## src/hdl/btjaf_pkg.sv

```systemverilog
// btjaf_pkg: types, constants and state codes for the burst trim jump average filter
// no dependencies; imported by every module of the block but btjaf_ram

`default_nettype none

package btjaf_pkg;

    localparam int WINDOW_DEF      = 6;
    localparam int CHANNELS_DEF    = 2;
    localparam int MAX_BURST       = 10;
    localparam int RESET_BURST     = 5;
    localparam int RESET_THRESHOLD = 300;
    localparam int RESET_LAST_MM   = 300;
    localparam int Q_DEPTH         = 2;

    localparam int MM_W   = 16;
    localparam int BCNT_W = 4;
    localparam int BSUM_W = 20;
    localparam int CH_W   = 2;

    typedef enum logic [0:0] {
        CFG_SAMPLES_PER_BURST = 1'b0,
        CFG_JUMP_THRESHOLD    = 1'b1
    } t_cfg_idx;

    typedef struct packed {
        logic [MM_W-1:0] sample_mm;
        logic            sample_valid;
        logic [CH_W-1:0] channel;
    } t_in_item;

    typedef struct packed {
        logic [MM_W-1:0] filtered_mm;
        logic            out_channel;
    } t_out_item;

    typedef struct packed {
        logic [BCNT_W-1:0] samples_per_burst;
        logic [MM_W-1:0]   jump_threshold_mm;
    } t_cfg;

    // closed burst handed from front to back
    typedef struct packed {
        logic [CH_W-1:0]   chan;
        logic [BCNT_W-1:0] vcnt;
        logic [MM_W-1:0]   bmin;
        logic [MM_W-1:0]   bmax;
        logic [BSUM_W-1:0] bsum;
    } t_burst;

    typedef enum logic [2:0] {
        S_IDLE,
        S_TRIM,
        S_DIV,
        S_JUMP,
        S_WRITE,
        S_RD,
        S_ACC,
        S_OUT
    } t_state;

endpackage

`default_nettype wire

```

## src/hdl/btjaf_ram.sv

```systemverilog
// btjaf_ram: generic single-write, single-read RAM with registered read data
// no dependencies

`default_nettype none

module btjaf_ram #(
    parameter int WIDTH  = 16,
    parameter int DEPTH  = 12,
    parameter int ADDR_W = (DEPTH > 1) ? $clog2(DEPTH) : 1
) (
    input  logic              i_clk,
    input  logic              i_we,
    input  logic [ADDR_W-1:0] i_waddr,
    input  logic [WIDTH-1:0]  i_wdata,
    input  logic [ADDR_W-1:0] i_raddr,
    output logic [WIDTH-1:0]  o_rdata
);

    logic [WIDTH-1:0] r_mem [DEPTH];
    logic [WIDTH-1:0] r_rdata;

    always_ff @(posedge i_clk) begin
        if (i_we) begin
            r_mem[i_waddr] <= i_wdata;
        end
        r_rdata <= r_mem[i_raddr];
    end

    assign o_rdata = r_rdata;

endmodule

`default_nettype wire

```

## src/hdl/btjaf_front.sv

```systemverilog
// btjaf_front: accepts samples, keeps per-channel burst min, max, sum and counts
// depends on btjaf_pkg; pushes each closed burst into btjaf_queue

`default_nettype none

module btjaf_front import btjaf_pkg::*; #(
    parameter int CHANNELS = CHANNELS_DEF
) (
    input  logic     i_clk,
    input  logic     i_rst_n,
    input  t_cfg     i_cfg,
    input  logic     i_valid,
    output logic     o_stall,
    input  t_in_item i_in,
    output logic     o_push,
    output t_burst   o_burst,
    input  logic     i_full
);

    localparam int CIW = (CHANNELS > 1) ? $clog2(CHANNELS) : 1;

    logic [BCNT_W-1:0] r_cnt  [CHANNELS];
    logic [BCNT_W-1:0] r_vcnt [CHANNELS];
    logic [MM_W-1:0]   r_min  [CHANNELS];
    logic [MM_W-1:0]   r_max  [CHANNELS];
    logic [BSUM_W-1:0] r_sum  [CHANNELS];

    logic [CH_W-1:0]   chan;
    logic [CIW-1:0]    ci;
    logic [BCNT_W-1:0] len;
    logic [BCNT_W:0]   cnt_inc;
    logic              accept;
    logic              close;
    logic [BCNT_W-1:0] n_vcnt;
    logic [MM_W-1:0]   n_min;
    logic [MM_W-1:0]   n_max;
    logic [BSUM_W-1:0] n_sum;

    always_comb begin
        chan = (int'(i_in.channel) >= CHANNELS) ? CH_W'(CHANNELS - 1) : i_in.channel;
        ci   = chan[CIW-1:0];

        // clamp burst length to 1..MAX_BURST
        if (i_cfg.samples_per_burst == '0) begin
            len = BCNT_W'(1);
        end else if (int'(i_cfg.samples_per_burst) > MAX_BURST) begin
            len = BCNT_W'(MAX_BURST);
        end else begin
            len = i_cfg.samples_per_burst;
        end

        n_vcnt = r_vcnt[ci];
        n_min  = r_min[ci];
        n_max  = r_max[ci];
        n_sum  = r_sum[ci];
        if (i_in.sample_valid) begin
            if (i_in.sample_mm < r_min[ci]) begin
                n_min = i_in.sample_mm;
            end
            if (i_in.sample_mm > r_max[ci]) begin
                n_max = i_in.sample_mm;
            end
            n_sum  = r_sum[ci] + BSUM_W'(i_in.sample_mm);
            n_vcnt = r_vcnt[ci] + BCNT_W'(1);
        end

        cnt_inc = {1'b0, r_cnt[ci]} + (BCNT_W + 1)'(1);
        close   = cnt_inc >= {1'b0, len};
        accept  = i_valid && !i_full;

        o_stall = i_full;
        o_push  = accept && close;
        o_burst = '{chan: chan, vcnt: n_vcnt, bmin: n_min, bmax: n_max, bsum: n_sum};
    end

    always_ff @(posedge i_clk) begin
        if (!i_rst_n) begin
            for (int c = 0; c < CHANNELS; c++) begin
                r_cnt[c]  <= '0;
                r_vcnt[c] <= '0;
                r_min[c]  <= '1;
                r_max[c]  <= '0;
                r_sum[c]  <= '0;
            end
        end else if (accept) begin
            if (close) begin
                r_cnt[ci]  <= '0;
                r_vcnt[ci] <= '0;
                r_min[ci]  <= '1;
                r_max[ci]  <= '0;
                r_sum[ci]  <= '0;
            end else begin
                r_cnt[ci]  <= cnt_inc[BCNT_W-1:0];
                r_vcnt[ci] <= n_vcnt;
                r_min[ci]  <= n_min;
                r_max[ci]  <= n_max;
                r_sum[ci]  <= n_sum;
            end
        end
    end

endmodule

`default_nettype wire

```

## src/hdl/btjaf_queue.sv

```systemverilog
// btjaf_queue: short queue of closed bursts between front and back
// depends on btjaf_pkg

`default_nettype none

module btjaf_queue import btjaf_pkg::*; (
    input  logic   i_clk,
    input  logic   i_rst_n,
    input  logic   i_push,
    input  t_burst i_data,
    output logic   o_full,
    input  logic   i_pop,
    output t_burst o_data,
    output logic   o_empty
);

    localparam int QPW = (Q_DEPTH > 1) ? $clog2(Q_DEPTH) : 1;
    localparam int QCW = $clog2(Q_DEPTH + 1);

    t_burst         r_mem [Q_DEPTH];
    logic [QPW-1:0] r_wp;
    logic [QPW-1:0] r_rp;
    logic [QCW-1:0] r_count;

    function automatic logic [QPW-1:0] f_next(input logic [QPW-1:0] p);
        logic [QPW-1:0] nx;
        nx = (p == QPW'(Q_DEPTH - 1)) ? '0 : p + QPW'(1);
        return nx;
    endfunction

    assign o_full  = (r_count == QCW'(Q_DEPTH));
    assign o_empty = (r_count == '0);
    assign o_data  = r_mem[r_rp];

    always_ff @(posedge i_clk) begin
        if (i_push) begin
            r_mem[r_wp] <= i_data;
        end
    end

    always_ff @(posedge i_clk) begin
        if (!i_rst_n) begin
            r_wp    <= '0;
            r_rp    <= '0;
            r_count <= '0;
        end else begin
            if (i_push) begin
                r_wp <= f_next(r_wp);
            end
            if (i_pop) begin
                r_rp <= f_next(r_rp);
            end
            if (i_push && !i_pop) begin
                r_count <= r_count + QCW'(1);
            end else if (!i_push && i_pop) begin
                r_count <= r_count - QCW'(1);
            end
        end
    end

    assert property (@(posedge i_clk) disable iff (!i_rst_n) o_full |-> !i_push)
        else $error("burst pushed into full queue");
    assert property (@(posedge i_clk) disable iff (!i_rst_n) o_empty |-> !i_pop)
        else $error("burst popped from empty queue");

endmodule

`default_nettype wire

```

## src/hdl/btjaf_back.sv

```systemverilog
// btjaf_back: trimmed mean (plain mean under three samples), jump check, window store and window average per burst
// depends on btjaf_pkg and btjaf_ram; one shared restoring divider, one bit a cycle

`default_nettype none

module btjaf_back import btjaf_pkg::*; #(
    parameter int WINDOW   = WINDOW_DEF,
    parameter int CHANNELS = CHANNELS_DEF
) (
    input  logic      i_clk,
    input  logic      i_rst_n,
    input  t_cfg      i_cfg,
    input  logic      i_empty,
    output logic      o_pop,
    input  t_burst    i_burst,
    output logic      o_valid,
    input  logic      i_stall,
    output t_out_item o_out
);

    localparam int CIW    = (CHANNELS > 1) ? $clog2(CHANNELS) : 1;
    localparam int PW     = (WINDOW > 1) ? $clog2(WINDOW) : 1;
    localparam int WCW    = $clog2(WINDOW + 1);
    localparam int DEPTH  = CHANNELS * WINDOW;
    localparam int AW     = (DEPTH > 1) ? $clog2(DEPTH) : 1;
    localparam int WSUM_W = MM_W + WCW;
    localparam int DN_W   = (BSUM_W > WSUM_W) ? BSUM_W : WSUM_W;
    localparam int DD_W   = (BCNT_W > WCW) ? BCNT_W : WCW;
    localparam int DC_W   = $clog2(DN_W + 1);

    t_state           r_state, n_state;
    t_burst           r_burst, n_burst;
    logic [DN_W-1:0]  r_div_n, n_div_n;
    logic [DD_W-1:0]  r_div_d, n_div_d;
    logic [DD_W-1:0]  r_rem, n_rem;
    logic [DC_W-1:0]  r_div_cnt, n_div_cnt;
    logic             r_div_win, n_div_win;
    logic [MM_W-1:0]  r_val, n_val;
    logic [WCW-1:0]   r_cnt, n_cnt;
    logic [PW-1:0]    r_idx, n_idx;
    logic [WSUM_W-1:0] r_acc, n_acc;
    t_out_item        r_out, n_out;
    logic             r_out_valid, n_out_valid;

    logic [MM_W-1:0]  r_last  [CHANNELS];
    logic             r_first [CHANNELS];
    logic [PW-1:0]    r_pos   [CHANNELS];
    logic             r_full  [CHANNELS];

    logic             set_last;
    logic             step_pos;
    logic             wrap;

    logic [CIW-1:0]   ci;
    logic [DD_W:0]    div_shift;
    logic             div_ge;
    logic [DD_W-1:0]  div_rem;
    logic [BSUM_W-1:0] tsum;
    logic [MM_W-1:0]  quot;
    logic [MM_W-1:0]  last;
    logic [MM_W-1:0]  diff;
    logic [WSUM_W-1:0] acc_sum;

    logic             ram_we;
    logic [AW-1:0]    ram_waddr;
    logic [AW-1:0]    ram_raddr;
    logic [MM_W-1:0]  ram_rdata;

    btjaf_ram #(
        .WIDTH (MM_W),
        .DEPTH (DEPTH),
        .ADDR_W(AW)
    ) u_window (
        .i_clk  (i_clk),
        .i_we   (ram_we),
        .i_waddr(ram_waddr),
        .i_wdata(r_val),
        .i_raddr(ram_raddr),
        .o_rdata(ram_rdata)
    );

    always_comb begin
        ci   = r_burst.chan[CIW-1:0];
        last = r_last[ci];
        quot = r_div_n[MM_W-1:0];
        diff = (quot >= last) ? quot - last : last - quot;
        wrap = (r_pos[ci] == PW'(WINDOW - 1));
        tsum = r_burst.bsum - BSUM_W'(r_burst.bmin) - BSUM_W'(r_burst.bmax);
        acc_sum = r_acc + WSUM_W'(ram_rdata);

        div_shift = {r_rem, r_div_n[DN_W-1]};
        div_ge    = div_shift >= {1'b0, r_div_d};
        div_rem   = div_ge ? DD_W'(div_shift - {1'b0, r_div_d}) : div_shift[DD_W-1:0];

        ram_waddr = AW'(int'(ci) * WINDOW + int'(r_pos[ci]));
        ram_raddr = AW'(int'(ci) * WINDOW + int'(r_idx));
        ram_we    = 1'b0;
        o_pop     = 1'b0;
        set_last  = 1'b0;
        step_pos  = 1'b0;

        n_state     = r_state;
        n_burst     = r_burst;
        n_div_n     = r_div_n;
        n_div_d     = r_div_d;
        n_rem       = r_rem;
        n_div_cnt   = r_div_cnt;
        n_div_win   = r_div_win;
        n_val       = r_val;
        n_cnt       = r_cnt;
        n_idx       = r_idx;
        n_acc       = r_acc;
        n_out       = r_out;
        n_out_valid = r_out_valid && i_stall;

        unique case (r_state)
            S_IDLE: begin
                if (!i_empty) begin
                    o_pop   = 1'b1;
                    n_burst = i_burst;
                    n_state = S_TRIM;
                end
            end
            S_TRIM: begin
                if (r_burst.vcnt == '0) begin
                    n_val   = last;
                    n_state = S_WRITE;
                end else begin
                    if (r_burst.vcnt >= BCNT_W'(3)) begin
                        n_div_n = DN_W'(tsum);
                        n_div_d = DD_W'(r_burst.vcnt - BCNT_W'(2));
                    end else begin
                        n_div_n = DN_W'(r_burst.bsum);
                        n_div_d = DD_W'(r_burst.vcnt);
                    end
                    n_rem     = '0;
                    n_div_cnt = DC_W'(DN_W - 1);
                    n_div_win = 1'b0;
                    n_state   = S_DIV;
                end
            end
            S_DIV: begin
                n_rem     = div_rem;
                n_div_n   = {r_div_n[DN_W-2:0], div_ge};
                n_div_cnt = r_div_cnt - DC_W'(1);
                if (r_div_cnt == '0) begin
                    n_state = r_div_win ? S_OUT : S_JUMP;
                end
            end
            S_JUMP: begin
                if (r_first[ci]) begin
                    n_val    = quot;
                    set_last = 1'b1;
                end else if (diff > i_cfg.jump_threshold_mm && diff > (last >> 1)) begin
                    n_val = last;
                end else begin
                    n_val    = quot;
                    set_last = 1'b1;
                end
                n_state = S_WRITE;
            end
            S_WRITE: begin
                ram_we   = 1'b1;
                step_pos = 1'b1;
                n_cnt    = (wrap || r_full[ci]) ? WCW'(WINDOW)
                                                : WCW'(r_pos[ci]) + WCW'(1);
                n_idx    = '0;
                n_acc    = '0;
                n_state  = S_RD;
            end
            S_RD: begin
                n_state = S_ACC;
            end
            S_ACC: begin
                n_acc = acc_sum;
                if (WCW'(r_idx) + WCW'(1) == r_cnt) begin
                    n_div_n   = DN_W'(acc_sum);
                    n_div_d   = DD_W'(r_cnt);
                    n_rem     = '0;
                    n_div_cnt = DC_W'(DN_W - 1);
                    n_div_win = 1'b1;
                    n_state   = S_DIV;
                end else begin
                    n_idx   = r_idx + PW'(1);
                    n_state = S_RD;
                end
            end
            S_OUT: begin
                if (!r_out_valid || !i_stall) begin
                    n_out_valid = 1'b1;
                    n_out       = '{filtered_mm: quot, out_channel: r_burst.chan[0]};
                    n_state     = S_IDLE;
                end
            end
            default: begin
                n_state = S_IDLE;
            end
        endcase
    end

    always_ff @(posedge i_clk) begin
        if (!i_rst_n) begin
            r_state     <= S_IDLE;
            r_out_valid <= 1'b0;
            for (int c = 0; c < CHANNELS; c++) begin
                r_last[c]  <= MM_W'(RESET_LAST_MM);
                r_first[c] <= 1'b1;
                r_pos[c]   <= '0;
                r_full[c]  <= 1'b0;
            end
        end else begin
            r_state     <= n_state;
            r_out_valid <= n_out_valid;
            if (set_last) begin
                r_last[ci]  <= quot;
                r_first[ci] <= 1'b0;
            end
            if (step_pos) begin
                r_pos[ci] <= wrap ? '0 : r_pos[ci] + PW'(1);
                if (wrap) begin
                    r_full[ci] <= 1'b1;
                end
            end
        end
    end

    always_ff @(posedge i_clk) begin
        r_burst   <= n_burst;
        r_div_n   <= n_div_n;
        r_div_d   <= n_div_d;
        r_rem     <= n_rem;
        r_div_cnt <= n_div_cnt;
        r_div_win <= n_div_win;
        r_val     <= n_val;
        r_cnt     <= n_cnt;
        r_idx     <= n_idx;
        r_acc     <= n_acc;
        r_out     <= n_out;
    end

    assign o_valid = r_out_valid;
    assign o_out   = r_out;

    assert property (@(posedge i_clk) disable iff (!i_rst_n)
        (r_state == S_DIV) |-> (r_div_d != '0))
        else $error("divide by zero");
    assert property (@(posedge i_clk) disable iff (!i_rst_n)
        (r_state == S_RD) |-> (WCW'(r_idx) < r_cnt))
        else $error("window read past filled entries");
    assert property (@(posedge i_clk) disable iff (!i_rst_n)
        (r_state == S_ACC) |-> (r_cnt != '0 && int'(r_cnt) <= WINDOW))
        else $error("window count out of range");
    assert property (@(posedge i_clk) disable iff (!i_rst_n)
        (r_state == S_OUT && !r_out_valid) |=> o_valid)
        else $error("result not loaded into output register");

endmodule

`default_nettype wire

```

## src/hdl/burst_trim_jump_average_filter.sv

```systemverilog
// samples are taken one per cycle while the queue is not full; a closing sample queues its burst
// the back end works on one burst at a time and pops the next only after the last result;
// its run is set by the bit-serial divider and the window read port, reading n filled entries
// result goes to the output register once that is free; two bursts can wait in the queue
// synchronous active-low reset: burst state, last values (300), window position cleared, config
// back to length 5 and threshold 300; window store is not cleared, each entry read after written

`default_nettype none

module burst_trim_jump_average_filter import btjaf_pkg::*; #(
    parameter int WINDOW   = WINDOW_DEF,
    parameter int CHANNELS = CHANNELS_DEF
) (
    input  logic              i_clk,
    input  logic              i_rst_n,
    input  logic              i_valid,
    output logic              o_stall,
    input  t_in_item          i_in,
    output logic              o_valid,
    input  logic              i_stall,
    output t_out_item         o_out,
    input  logic              i_cfg_we,
    input  logic [0:0]        i_cfg_idx,
    input  logic [MM_W-1:0]   i_cfg_wdata
);

    logic [BCNT_W-1:0] r_spb;
    logic [MM_W-1:0]   r_thr;
    t_cfg              cfg;

    logic   push;
    logic   pop;
    logic   full;
    logic   empty;
    t_burst q_in;
    t_burst q_out;

    always_ff @(posedge i_clk) begin
        if (!i_rst_n) begin
            r_spb <= BCNT_W'(RESET_BURST);
            r_thr <= MM_W'(RESET_THRESHOLD);
        end else if (i_cfg_we) begin
            if (i_cfg_idx == CFG_SAMPLES_PER_BURST) begin
                r_spb <= i_cfg_wdata[BCNT_W-1:0];
            end else if (i_cfg_idx == CFG_JUMP_THRESHOLD) begin
                r_thr <= i_cfg_wdata;
            end
        end
    end

    assign cfg = '{samples_per_burst: r_spb, jump_threshold_mm: r_thr};

    btjaf_front #(
        .CHANNELS(CHANNELS)
    ) u_front (
        .i_clk  (i_clk),
        .i_rst_n(i_rst_n),
        .i_cfg  (cfg),
        .i_valid(i_valid),
        .o_stall(o_stall),
        .i_in   (i_in),
        .o_push (push),
        .o_burst(q_in),
        .i_full (full)
    );

    btjaf_queue u_queue (
        .i_clk  (i_clk),
        .i_rst_n(i_rst_n),
        .i_push (push),
        .i_data (q_in),
        .o_full (full),
        .i_pop  (pop),
        .o_data (q_out),
        .o_empty(empty)
    );

    btjaf_back #(
        .WINDOW  (WINDOW),
        .CHANNELS(CHANNELS)
    ) u_back (
        .i_clk  (i_clk),
        .i_rst_n(i_rst_n),
        .i_cfg  (cfg),
        .i_empty(empty),
        .o_pop  (pop),
        .i_burst(q_out),
        .o_valid(o_valid),
        .i_stall(i_stall),
        .o_out  (o_out)
    );

endmodule

`default_nettype wire
```

## config.mk

```make
export PLATFORM = sky130hd
export DESIGN_NAME = burst_trim_jump_average_filter
export DESIGN_NICKNAME = d
export VERILOG_FILES = /design/src/hdl/btjaf_pkg.sv /design/src/hdl/btjaf_ram.sv /design/src/hdl/btjaf_front.sv /design/src/hdl/btjaf_queue.sv /design/src/hdl/btjaf_back.sv /design/src/hdl/burst_trim_jump_average_filter.sv
export SDC_FILE = /design/constraint.sdc
export NUM_CORES = 1
export LEC_CHECK = 0
export BUFFER_PORTS_ARGS = -buffer_cell sky130_fd_sc_hd__buf_2
export CAP_MARGIN = 5
export CORE_UTILIZATION = 49
export DETAILED_ROUTE_END_ITERATION = 10
export SYNTH_ARGS = -nofsm -noshare
export SYNTH_HDL_FRONTEND = slang
export SYNTH_HIERARCHICAL = 1
export SYNTH_SLANG_ARGS = --single-unit
```

## constraint.sdc

```tcl
create_clock -name i_clk -period 18.7 [get_ports i_clk]
set_clock_uncertainty 0.05 [all_clocks]
set_input_delay 3.74 -clock i_clk [delete_from_list [all_inputs] [get_ports i_clk]]
set_output_delay 3.74 -clock i_clk [all_outputs]
set_load 0.02 [all_outputs]
```

==> results.yml, run 1 <==
drt:
  drc: 4
  first_iter_violations: 1599
  wl_per_cell_um: 21.26
  via_per_inst: 5.699
  drt_pre_antenna_iters: 8
  vias: 20333
  drt.antenna.violating_nets: 0
  wl_um: 75860
logic_synthesis:
  synthCells: 2579
  synth.net_count: 2805
  netlist_area_um2: 32840
  syn_area_per_cell_um2: 12.73
  yosys_warnings: 6
clocking:
  postCtsSetupBuffers: 0
  ctsResizeCount: 0
  h-tree-depth: 3
  insertion_delay_ns: 0.62
  cts_tree: "done"
  cts_hold_buf: 0
  clk_pin_slew_ns: 0.06
  clock_sinks: 663
  cts_buffers: 71
  cts.path.max_buffers: 3
  cts-root-buf: "clkbuf_16"
final_layout:
  fin_util_pct: 55.27
  diodes: 0
  final_cell_mix: "edfxtp_1 (613), nor2_1 (217), nand2_1 (209), inv_1 (204), ha_1 (162)"
  fill_cells: 5453
  multi_input_area_um2: 12170
  final_common_cell: "edfxtp_1"
  syn_to_final_growth_pct: 11.05
  seqCellArea_um2: 19410
  drive_above_1_share_pct: 14.46
  nets: 2873
power:
  p_leak_nw: 14.00
  powerDensity_nw_per_um2: 162.2
  ir_worst_vdd_uv: 87.48
global_routing:
  grt_max_degree: 61
  grt_usage_pct: 22.58
  grt_pass1_vias: 20099
  antenna_found_initial: 0
  globalRouteOverflowTotal: 0
  grt_pass1_wl_um: 116600
min_path:
  hold_path_class: "reg -> reg"
floorplanning:
  start_util_pct: 49.77
  ios: 60
  die_x_um: 260.9
  die_y_um: 260.9
  die_area_um2: 68060
  core.rowCount: 94
  core_um2: 65980
worst_setup_path:
  crit_required_ns: 18.90
  crit_buf_inv: 2
  max_stage_delay_ns: 0.83
  path_delay_family: "compound AO/OA/AOI/OAI gates"
  path_max_fanout: 48
  critical_path.slowest_cell: "dfxtp_2"
  path_cells: "mux2i_1, inv_1, ha_1, o21ai_0, o21ai_1, a31oi_4, a21oi_4, o211a_1, a211oi_1, o31ai_1, xnor2_1, ha_1, a21o_1, a21o_1, a211oi_1, nor2_1, o41ai_1, or4b_1, o211ai_2, buf_4, nand2_1, nand2_1"
  cp.arrival_ns: 8.16
  startpoint_type: "flip-flop"
  critPathKind: "reg -> reg"
  cp-end-kind: "flip-flop"
sta:
  rsz0062_at_grt: "false"
  post-route-period-util_pct: 42.59
  hold_viol_final: 0
  max-slew-margin-rel_pct: 23.72
  report.final.slew_viol_count: 0
  post-route-min-period_ns: 7.965
  fin_setup_tns_ns: 0
  max_freq_ghz: 0.1256
  finalSetupViolCount: 0
  setup_slack_ns: 10.74
  tightest_slew_ns: 1.144
run_status:
  status: "finished with violations"
  failed_checks: "DRC"
placed_design:
  pre_cts_ws_ns: 10.33
  io_buffers: 59
  place_congestion: 0.8998
  dp_hpwl_um: 51820
flow_run:
  maxCapViolCount: 0
==> worst min-delay path: cells and delay by family (launching register included) <==
kind / cells / cell delay, ns
compound gates: 1 / 0.06
simple gates: 1 / 0.05
flops: 1 / 0.30
==> path summary, 6_finish.rpt <==
path	slack (ns)	to	start	cells past startpoint
setup / recovery	10.74	u_back/r_last[1][8]	flip-flop	22
hold / removal	0.41	r_thr[4]	r_thr[4]	2
setup reg to reg	10.74	u_back/r_last[1][8]	flip-flop	22
hold reg to reg	0.41	r_thr[4]	r_thr[4]	2
==> metrics by stage <==
step                power [W]  hold slack (ns)  cells  instance area, um^2
detailed placement   0.004459           0.3982   3438                34010
global placement     0.004398           0.3914   3438                34010
global route         0.006287           0.4346   3568                36470
CTS                  0.005948           0.4093   3568                36470
finish               0.005915           0.4060   3568                36470
floorplan            0.003816           0.3753   2579                32840
==> cell type report <==
type,instances,area share (%)
flip-flops and latches,663,53.23
multi-input cells,1610,33.38
clock buffers,88,5.184
well taps,864,2.964
inverters,205,2.110
repair buffers,96,1.571
clock inverters,42,1.554
==> layer usage <==
layer / vias up / wire [um] / GRT usage, %
li1: 9641 / - / -
met1: 10040 / 33050 / 30.30
met2: 513 / 36670 / 37.36
met3: 139 / 3362 / 3.030
met4: 0 / 2779 / 8.480
met5: - / 0 / 0
==> flip-flops by register name (all words and copies together) (netlist names), 4 cells and up, named ones only <==
name	flops
r_spb	4
r_thr	16
u_back/o_out	17
u_back/r_acc	19
u_back/r_burst	56
u_back/r_div_cnt	5
u_back/r_div_d	4
u_back/r_div_n	20
u_back/r_last	32
u_back/r_pos	6
u_back/r_rem	4
u_back/r_val	16
u_back/u_window/o_rdata	16
u_back/u_window/r_mem	192
u_front/r_cnt	8
u_front/r_max	32
u_front/r_min	32
u_front/r_sum	40
u_front/r_vcnt	8
u_queue/r_mem	114
==> report_power, final <==
part	internal, W	leakage, nW	switching, W	total [W]
clock	0.000869	1.20	0.000596	0.00146
sequential	0.00191	6.07	0.000159	0.00207
combinational	0.000956	6.73	0.00142	0.00238
Note: power is estimated with default switching activity, not from simulation.
==> inputs of run 2 (changes only) <==
- clock period: 18.7 -> 7.69 ns (I/O delays scaled with it)
==> run 2 against run 1 <==
Compared with the run above: flip-flop and latch count unchanged; register-to-register slack worse by 9.9 ns; combinational power rose to 2.5 times the previous value; core utilization about the same; first-iteration DRC count down 4.1%; sequential share of layout area about the same; non-clock buffer count up 4; worst setup slack worse by 9.9 ns; clock-buffer cell count up 7; clock power up 140%; the flow still finishes with violations (DRC); via count down 0.54%.
==> results.yml, run 2 (same netlist as run 1, synthesis figures left out) <==
min_path:
  hold_path_class: "reg -> reg"
  hold_path_startpoint: "r_thr[6]"
  holdPathStages: 2
  hold_end: "r_thr[6]"
global_routing:
  grt_pass1_wl_um: 117600
  antenna_found_initial: 2
  grt_pass1_vias: 20246
  globalRouteOverflowTotal: 0
  grt_max_degree: 61
  grt_usage_pct: 22.91
clocking:
  clk_pin_slew_ns: 0.06
  insertion_delay_ns: 0.62
  cts_hold_buf: 0
  h-tree-depth: 3
  postCtsSetupBuffers: 0
  cts.path.max_buffers: 3
  cts_buffers: 73
  cts-root-buf: "clkbuf_16"
  cts_tree: "done"
  clock_sinks: 663
  ctsResizeCount: 0
final_layout:
  nets: 2879
  syn_to_final_growth_pct: 10.99
  largestRegisters: "u_back/u_window/r_mem (192), u_queue/r_mem (114), u_back/r_burst (56)"
  top_register: "u_back/u_window/r_mem"
  final_common_cell: "edfxtp_1"
  largest_reg_flops: 192
  drive_above_1_share_pct: 14.64
  fin_util_pct: 55.24
  final_cell_mix: "edfxtp_1 (613), nor2_1 (217), nand2_1 (209), inv_1 (204), ha_1 (162)"
drt:
  first_iter_violations: 1534
  wl_met1_um: 32840
  drt_pre_antenna_iters: 8
  drt.antenna.violating_nets: 0
  via_per_inst: 5.652
  wl_met2_um: 36840
  wl_per_cell_um: 21.38
  vias: 20224
  drc: 8
  wl_met3_um: 3850
  highest_layer: "met5"
  wl_um: 76510
run_status:
  failed_checks: "DRC"
  status: "finished with violations"
worst_setup_path:
  cp-end-kind: "flip-flop"
  critPathKind: "reg -> reg"
  crit_required_ns: 7.89
  ff2ff_path_depth: 21
  path_max_fanout: 22
  reg2reg_slack_ns: 0.80
  cp.arrival_ns: 7.08
  startpoint_type: "flip-flop"
  r2r-end: "u_back/r_last[1][0]"
power:
  ir_worst_vdd_uv: 253.4
  internal-power_w: 0.009068
  clockPowerShare_pct: 24.0
  switching_power_w: 0.005418
  finalPower_w: 0.01449
  powerDensity_nw_per_um2: 397.5
  combPwrFrac_pct: 41.5
  p_seq_share_pct: 34.5
  p_leak_nw: 13.99
  sw_frac_of_total_pct: 37.40
sta:
  hold_viol_final: 0
  report.final.slew_viol_count: 0
  post-route-min-period_ns: 6.890
  timing.hold.ws_ns: 0.4091
  fin_setup_tns_ns: 0
  rsz0062_at_grt: "false"
  max_freq_ghz: 0.1451
  finalSetupViolCount: 0
  tightest_slew_ns: 1.174
  post-route-period-util_pct: 89.59
  max-slew-margin-rel_pct: 21.73
placed_design:
  dp_hpwl_um: 53780
  place_congestion: 0.9014
  io_buffers: 59
floorplanning:
  core_um2: 65980
  die_x_um: 260.9
  die_y_um: 260.9
  start_util_pct: 49.77
  ios: 60
  die_area_um2: 68060
  core.rowCount: 94
flow_run:
  maxCapViolCount: 0
run 2: cell type report:
cell class | instances | area, um^2
timing repair buffer | 100 | 603.1
clock inverter | 39 | 402.9
fill | 5402 | 29530
tap | 864 | 1081
sequential | 663 | 19410
clock buffer | 95 | 2002
multi-input combinational | 1610 | 12170
antenna | 2 | 5.005
inverter | 205 | 769.5
run 2: power by group through the flow:
stage	registers, W	logic, W	clock network [W]
finish	0.00500	0.00601	0.00347
global route	0.00505	0.00665	0.00368
CTS	0.00501	0.00597	0.00356
detailed placement	0.00508	0.00592	0
global placement	0.00508	0.00593	0
floorplan	0.00493	0.00435	0
run 2: worst max-delay path, cell delays in order, from the launching register on:
cell      delay (ns)
dfxtp_1         0.31
buf_4           0.35
mux2i_1         0.43
inv_1           0.18
ha_1            0.35
nand4_1         0.15
nor3_2          0.34
nor3_4          0.07
a21oi_4         0.34
buf_4           0.23
mux2_2          0.33
a221oi_1        0.51
xnor2_1         0.26
ha_1            0.31
a21o_1          0.17
a211oi_1        0.25
nor2_1          0.08
o41ai_1         0.38
or4b_1          0.50
o211ai_2        0.22
nand2_1         0.13
nand2_1         0.54
run 2: how the worst max path moves through the flow:
stage / start / to / depth (start not counted)
floorplan: u_back/r_state[1] / u_queue/r_count[1] / 6
global placement: flip-flop / u_back/r_last[1][3] / 21
detailed placement: flip-flop / u_back/r_last[1][1] / 21
CTS: flip-flop / u_back/r_last[1][1] / 21
global route: flip-flop / u_back/r_last[1][1] / 21
finish: flip-flop / u_back/r_last[1][0] / 21
run 2: per-stage QoR:
step	instances	area (um^2)	setup slack, ns
2_1_floorplan	2579	32840	0.02994
3_3_place_gp	3442	34040	0.9026
3_5_place_dp	3442	34040	0.7962
4_1_cts	3576	36440	0.7685
5_1_grt	3577	36450	0.2329
6_report	3578	36450	0.8004
run 2: metal layers:
metal	GRT usage [%]	vias up
li1	-	9667
met1	29.83	9937
met2	37.64	478
met3	4.351	140
met4	9.357	2
met5	0	-
==> inputs of run 3 (changes only) <==
- clock period: 7.69 -> 6.5 ns (I/O delays scaled with it)
==> run 3 against run 2 <==
Compared with the run above: the flow still finishes with violations (DRC); highest routed layer is now met4; sequential share of layout area is 0.48 points lower; core utilization increased by 0.50 points; critical path depth increased by 5.
==> results.yml, run 3 (same netlist as run 1, synthesis figures left out) <==
run_status:
  status: "finished with violations"
  failed_checks: "DRC"
worst_setup_path:
  critical_path.slowest_cell: "or4b_1"
  crit_buf_inv: 5
  path_delay_family: "compound AO/OA/AOI/OAI gates"
  max_stage_delay_ns: 0.49
  critPathKind: "reg -> reg"
  cp.arrival_ns: 6.28
  cp-end-kind: "flip-flop"
  path_max_fanout: 16
  crit_required_ns: 6.76
  startpoint_type: "flip-flop"
global_routing:
  grt_pass1_vias: 20539
  globalRouteOverflowTotal: 0
  grt_pass1_wl_um: 119500
  grt_usage_pct: 23.16
  antenna_found_initial: 1
  grt_max_degree: 61
power:
  ir_worst_vdd_uv: 268.7
  p_leak_nw: 14.18
  powerDensity_nw_per_um2: 469.9
final_layout:
  final_common_cell: "edfxtp_1"
  top_register: "u_back/u_window/r_mem"
  syn_to_final_growth_pct: 11.99
  final_cell_mix: "edfxtp_1 (613), nor2_1 (217), nand2_1 (209), inv_1 (204), ha_1 (162)"
  fin_util_pct: 55.74
  largestRegisters: "u_back/u_window/r_mem (192), u_queue/r_mem (114), u_back/r_burst (56)"
  nets: 2912
  diodes: 0
  largest_reg_flops: 192
  drive_above_1_share_pct: 15.86
sta:
  rsz0062_at_grt: "false"
  max-slew-margin-rel_pct: 19.94
  tightest_slew_ns: 1.201
  post-route-min-period_ns: 6.024
  post-route-period-util_pct: 92.68
  timing.hold.ws_ns: 0.4102
  finalSetupViolCount: 0
  hold_viol_final: 0
  max_freq_ghz: 0.1660
  fin_setup_tns_ns: 0
  report.final.slew_viol_count: 0
clocking:
  cts-root-buf: "clkbuf_16"
  postCtsSetupBuffers: 0
  h-tree-depth: 3
  cts_tree: "done"
  clk_pin_slew_ns: 0.06
  clock_sinks: 663
  cts_buffers: 71
  cts.path.max_buffers: 3
  insertion_delay_ns: 0.65
drt:
  vias: 20501
  drc: 3
  wl_per_cell_um: 21.51
  drt_pre_antenna_iters: 10
  drt.antenna.violating_nets: 0
  first_iter_violations: 1635
  via_per_inst: 5.684
  wl_um: 77600
min_path:
  hold_path_class: "reg -> reg"
placed_design:
  io_buffers: 59
  place_congestion: 0.8920
  dp_hpwl_um: 54420
floorplanning:
  die_x_um: 260.9
  die_y_um: 260.9
  die_area_um2: 68060
  core.rowCount: 94
  start_util_pct: 49.77
  ios: 60
  core_um2: 65980
flow_run:
  maxCapViolCount: 0
-- run 3: cell types whose count changed in the layout (fill, tap and decap cells not counted), moves of 3 or more --
cell       previous run  this run
buf_4                41        74
clkbuf_16            75        71
inv_16                1         5
inv_6                 4         0
clkinv_2             12         9
-- run 3: power breakdown --
group	leakage (nW)	total, W	internal, W	switching [W]
logic	6.93	0.00720	0.00292	0.00427
registers	6.07	0.00588	0.00551	0.000379
clock network	1.17	0.00420	0.00245	0.00174
-- run 3: layout make-up --
| cell class | count | area [um^2] |
|---|---|---|
| fill | 5449 | 29200 |
| inverter | 205 | 769.5 |
| clock buffer | 93 | 1929 |
| sequential | 663 | 19410 |
| clock inverter | 37 | 495.5 |
| tap | 864 | 1081 |
| multi-input combinational | 1610 | 12210 |
| timing repair buffer | 135 | 882.1 |
-- run 3: metal layers --
layer / track usage, % / vias to the layer above / share of wire (%)
li1: - / 9704 / -
met5: 0 / - / 0
met1: 30.24 / 10169 / 43
met4: 8.057 / 0 / 3.2
met3: 3.759 / 137 / 4.8
met2: 39.08 / 491 / 49
-- run 3: worst reg2reg max path, delay by kind of cell (launching register included) --
| family | cells | cell delay, ns |
|---|---|---|
| adders and majority gates | 3 | 0.91 |
| xor gates and xnor gates | 1 | 0.24 |
| DFF | 1 | 0.39 |
| and+or+nand+nor | 4 | 0.83 |
| muxes | 1 | 0.13 |
| AOI/OAI and AO/OA | 12 | 2.40 |
| buffers and inverters | 5 | 0.76 |
-- run 3: worst paths after layout --
check,start,slack (ns),cells after the start,end
hold reg to reg,r_thr[6],0.41,2,r_thr[6]
setup reg to reg,flip-flop,0.48,26,u_back/r_last[1][5]
setup / recovery,flip-flop,0.48,26,u_back/r_last[1][5]
hold / removal,r_thr[6],0.41,2,r_thr[6]
-- run 3: through the flow --
stage               instances  total power (W)  setup WS [ns]  cell area, um^2
finish                   3607          0.01728         0.4755            36780
floorplan                2579          0.01096        0.04169            32850
CTS                      3607          0.01734         0.2218            36750
global placement         3477          0.01303         0.3940            34320
global route             3607          0.01835        0.06743            36780
detailed placement       3477          0.01308         0.2496            34320
-- run 3: repair_timing --
action,in CTS,in global routing
hold buffers,0,0
gates resized for setup,0,6
setup endpoints to repair,0,67
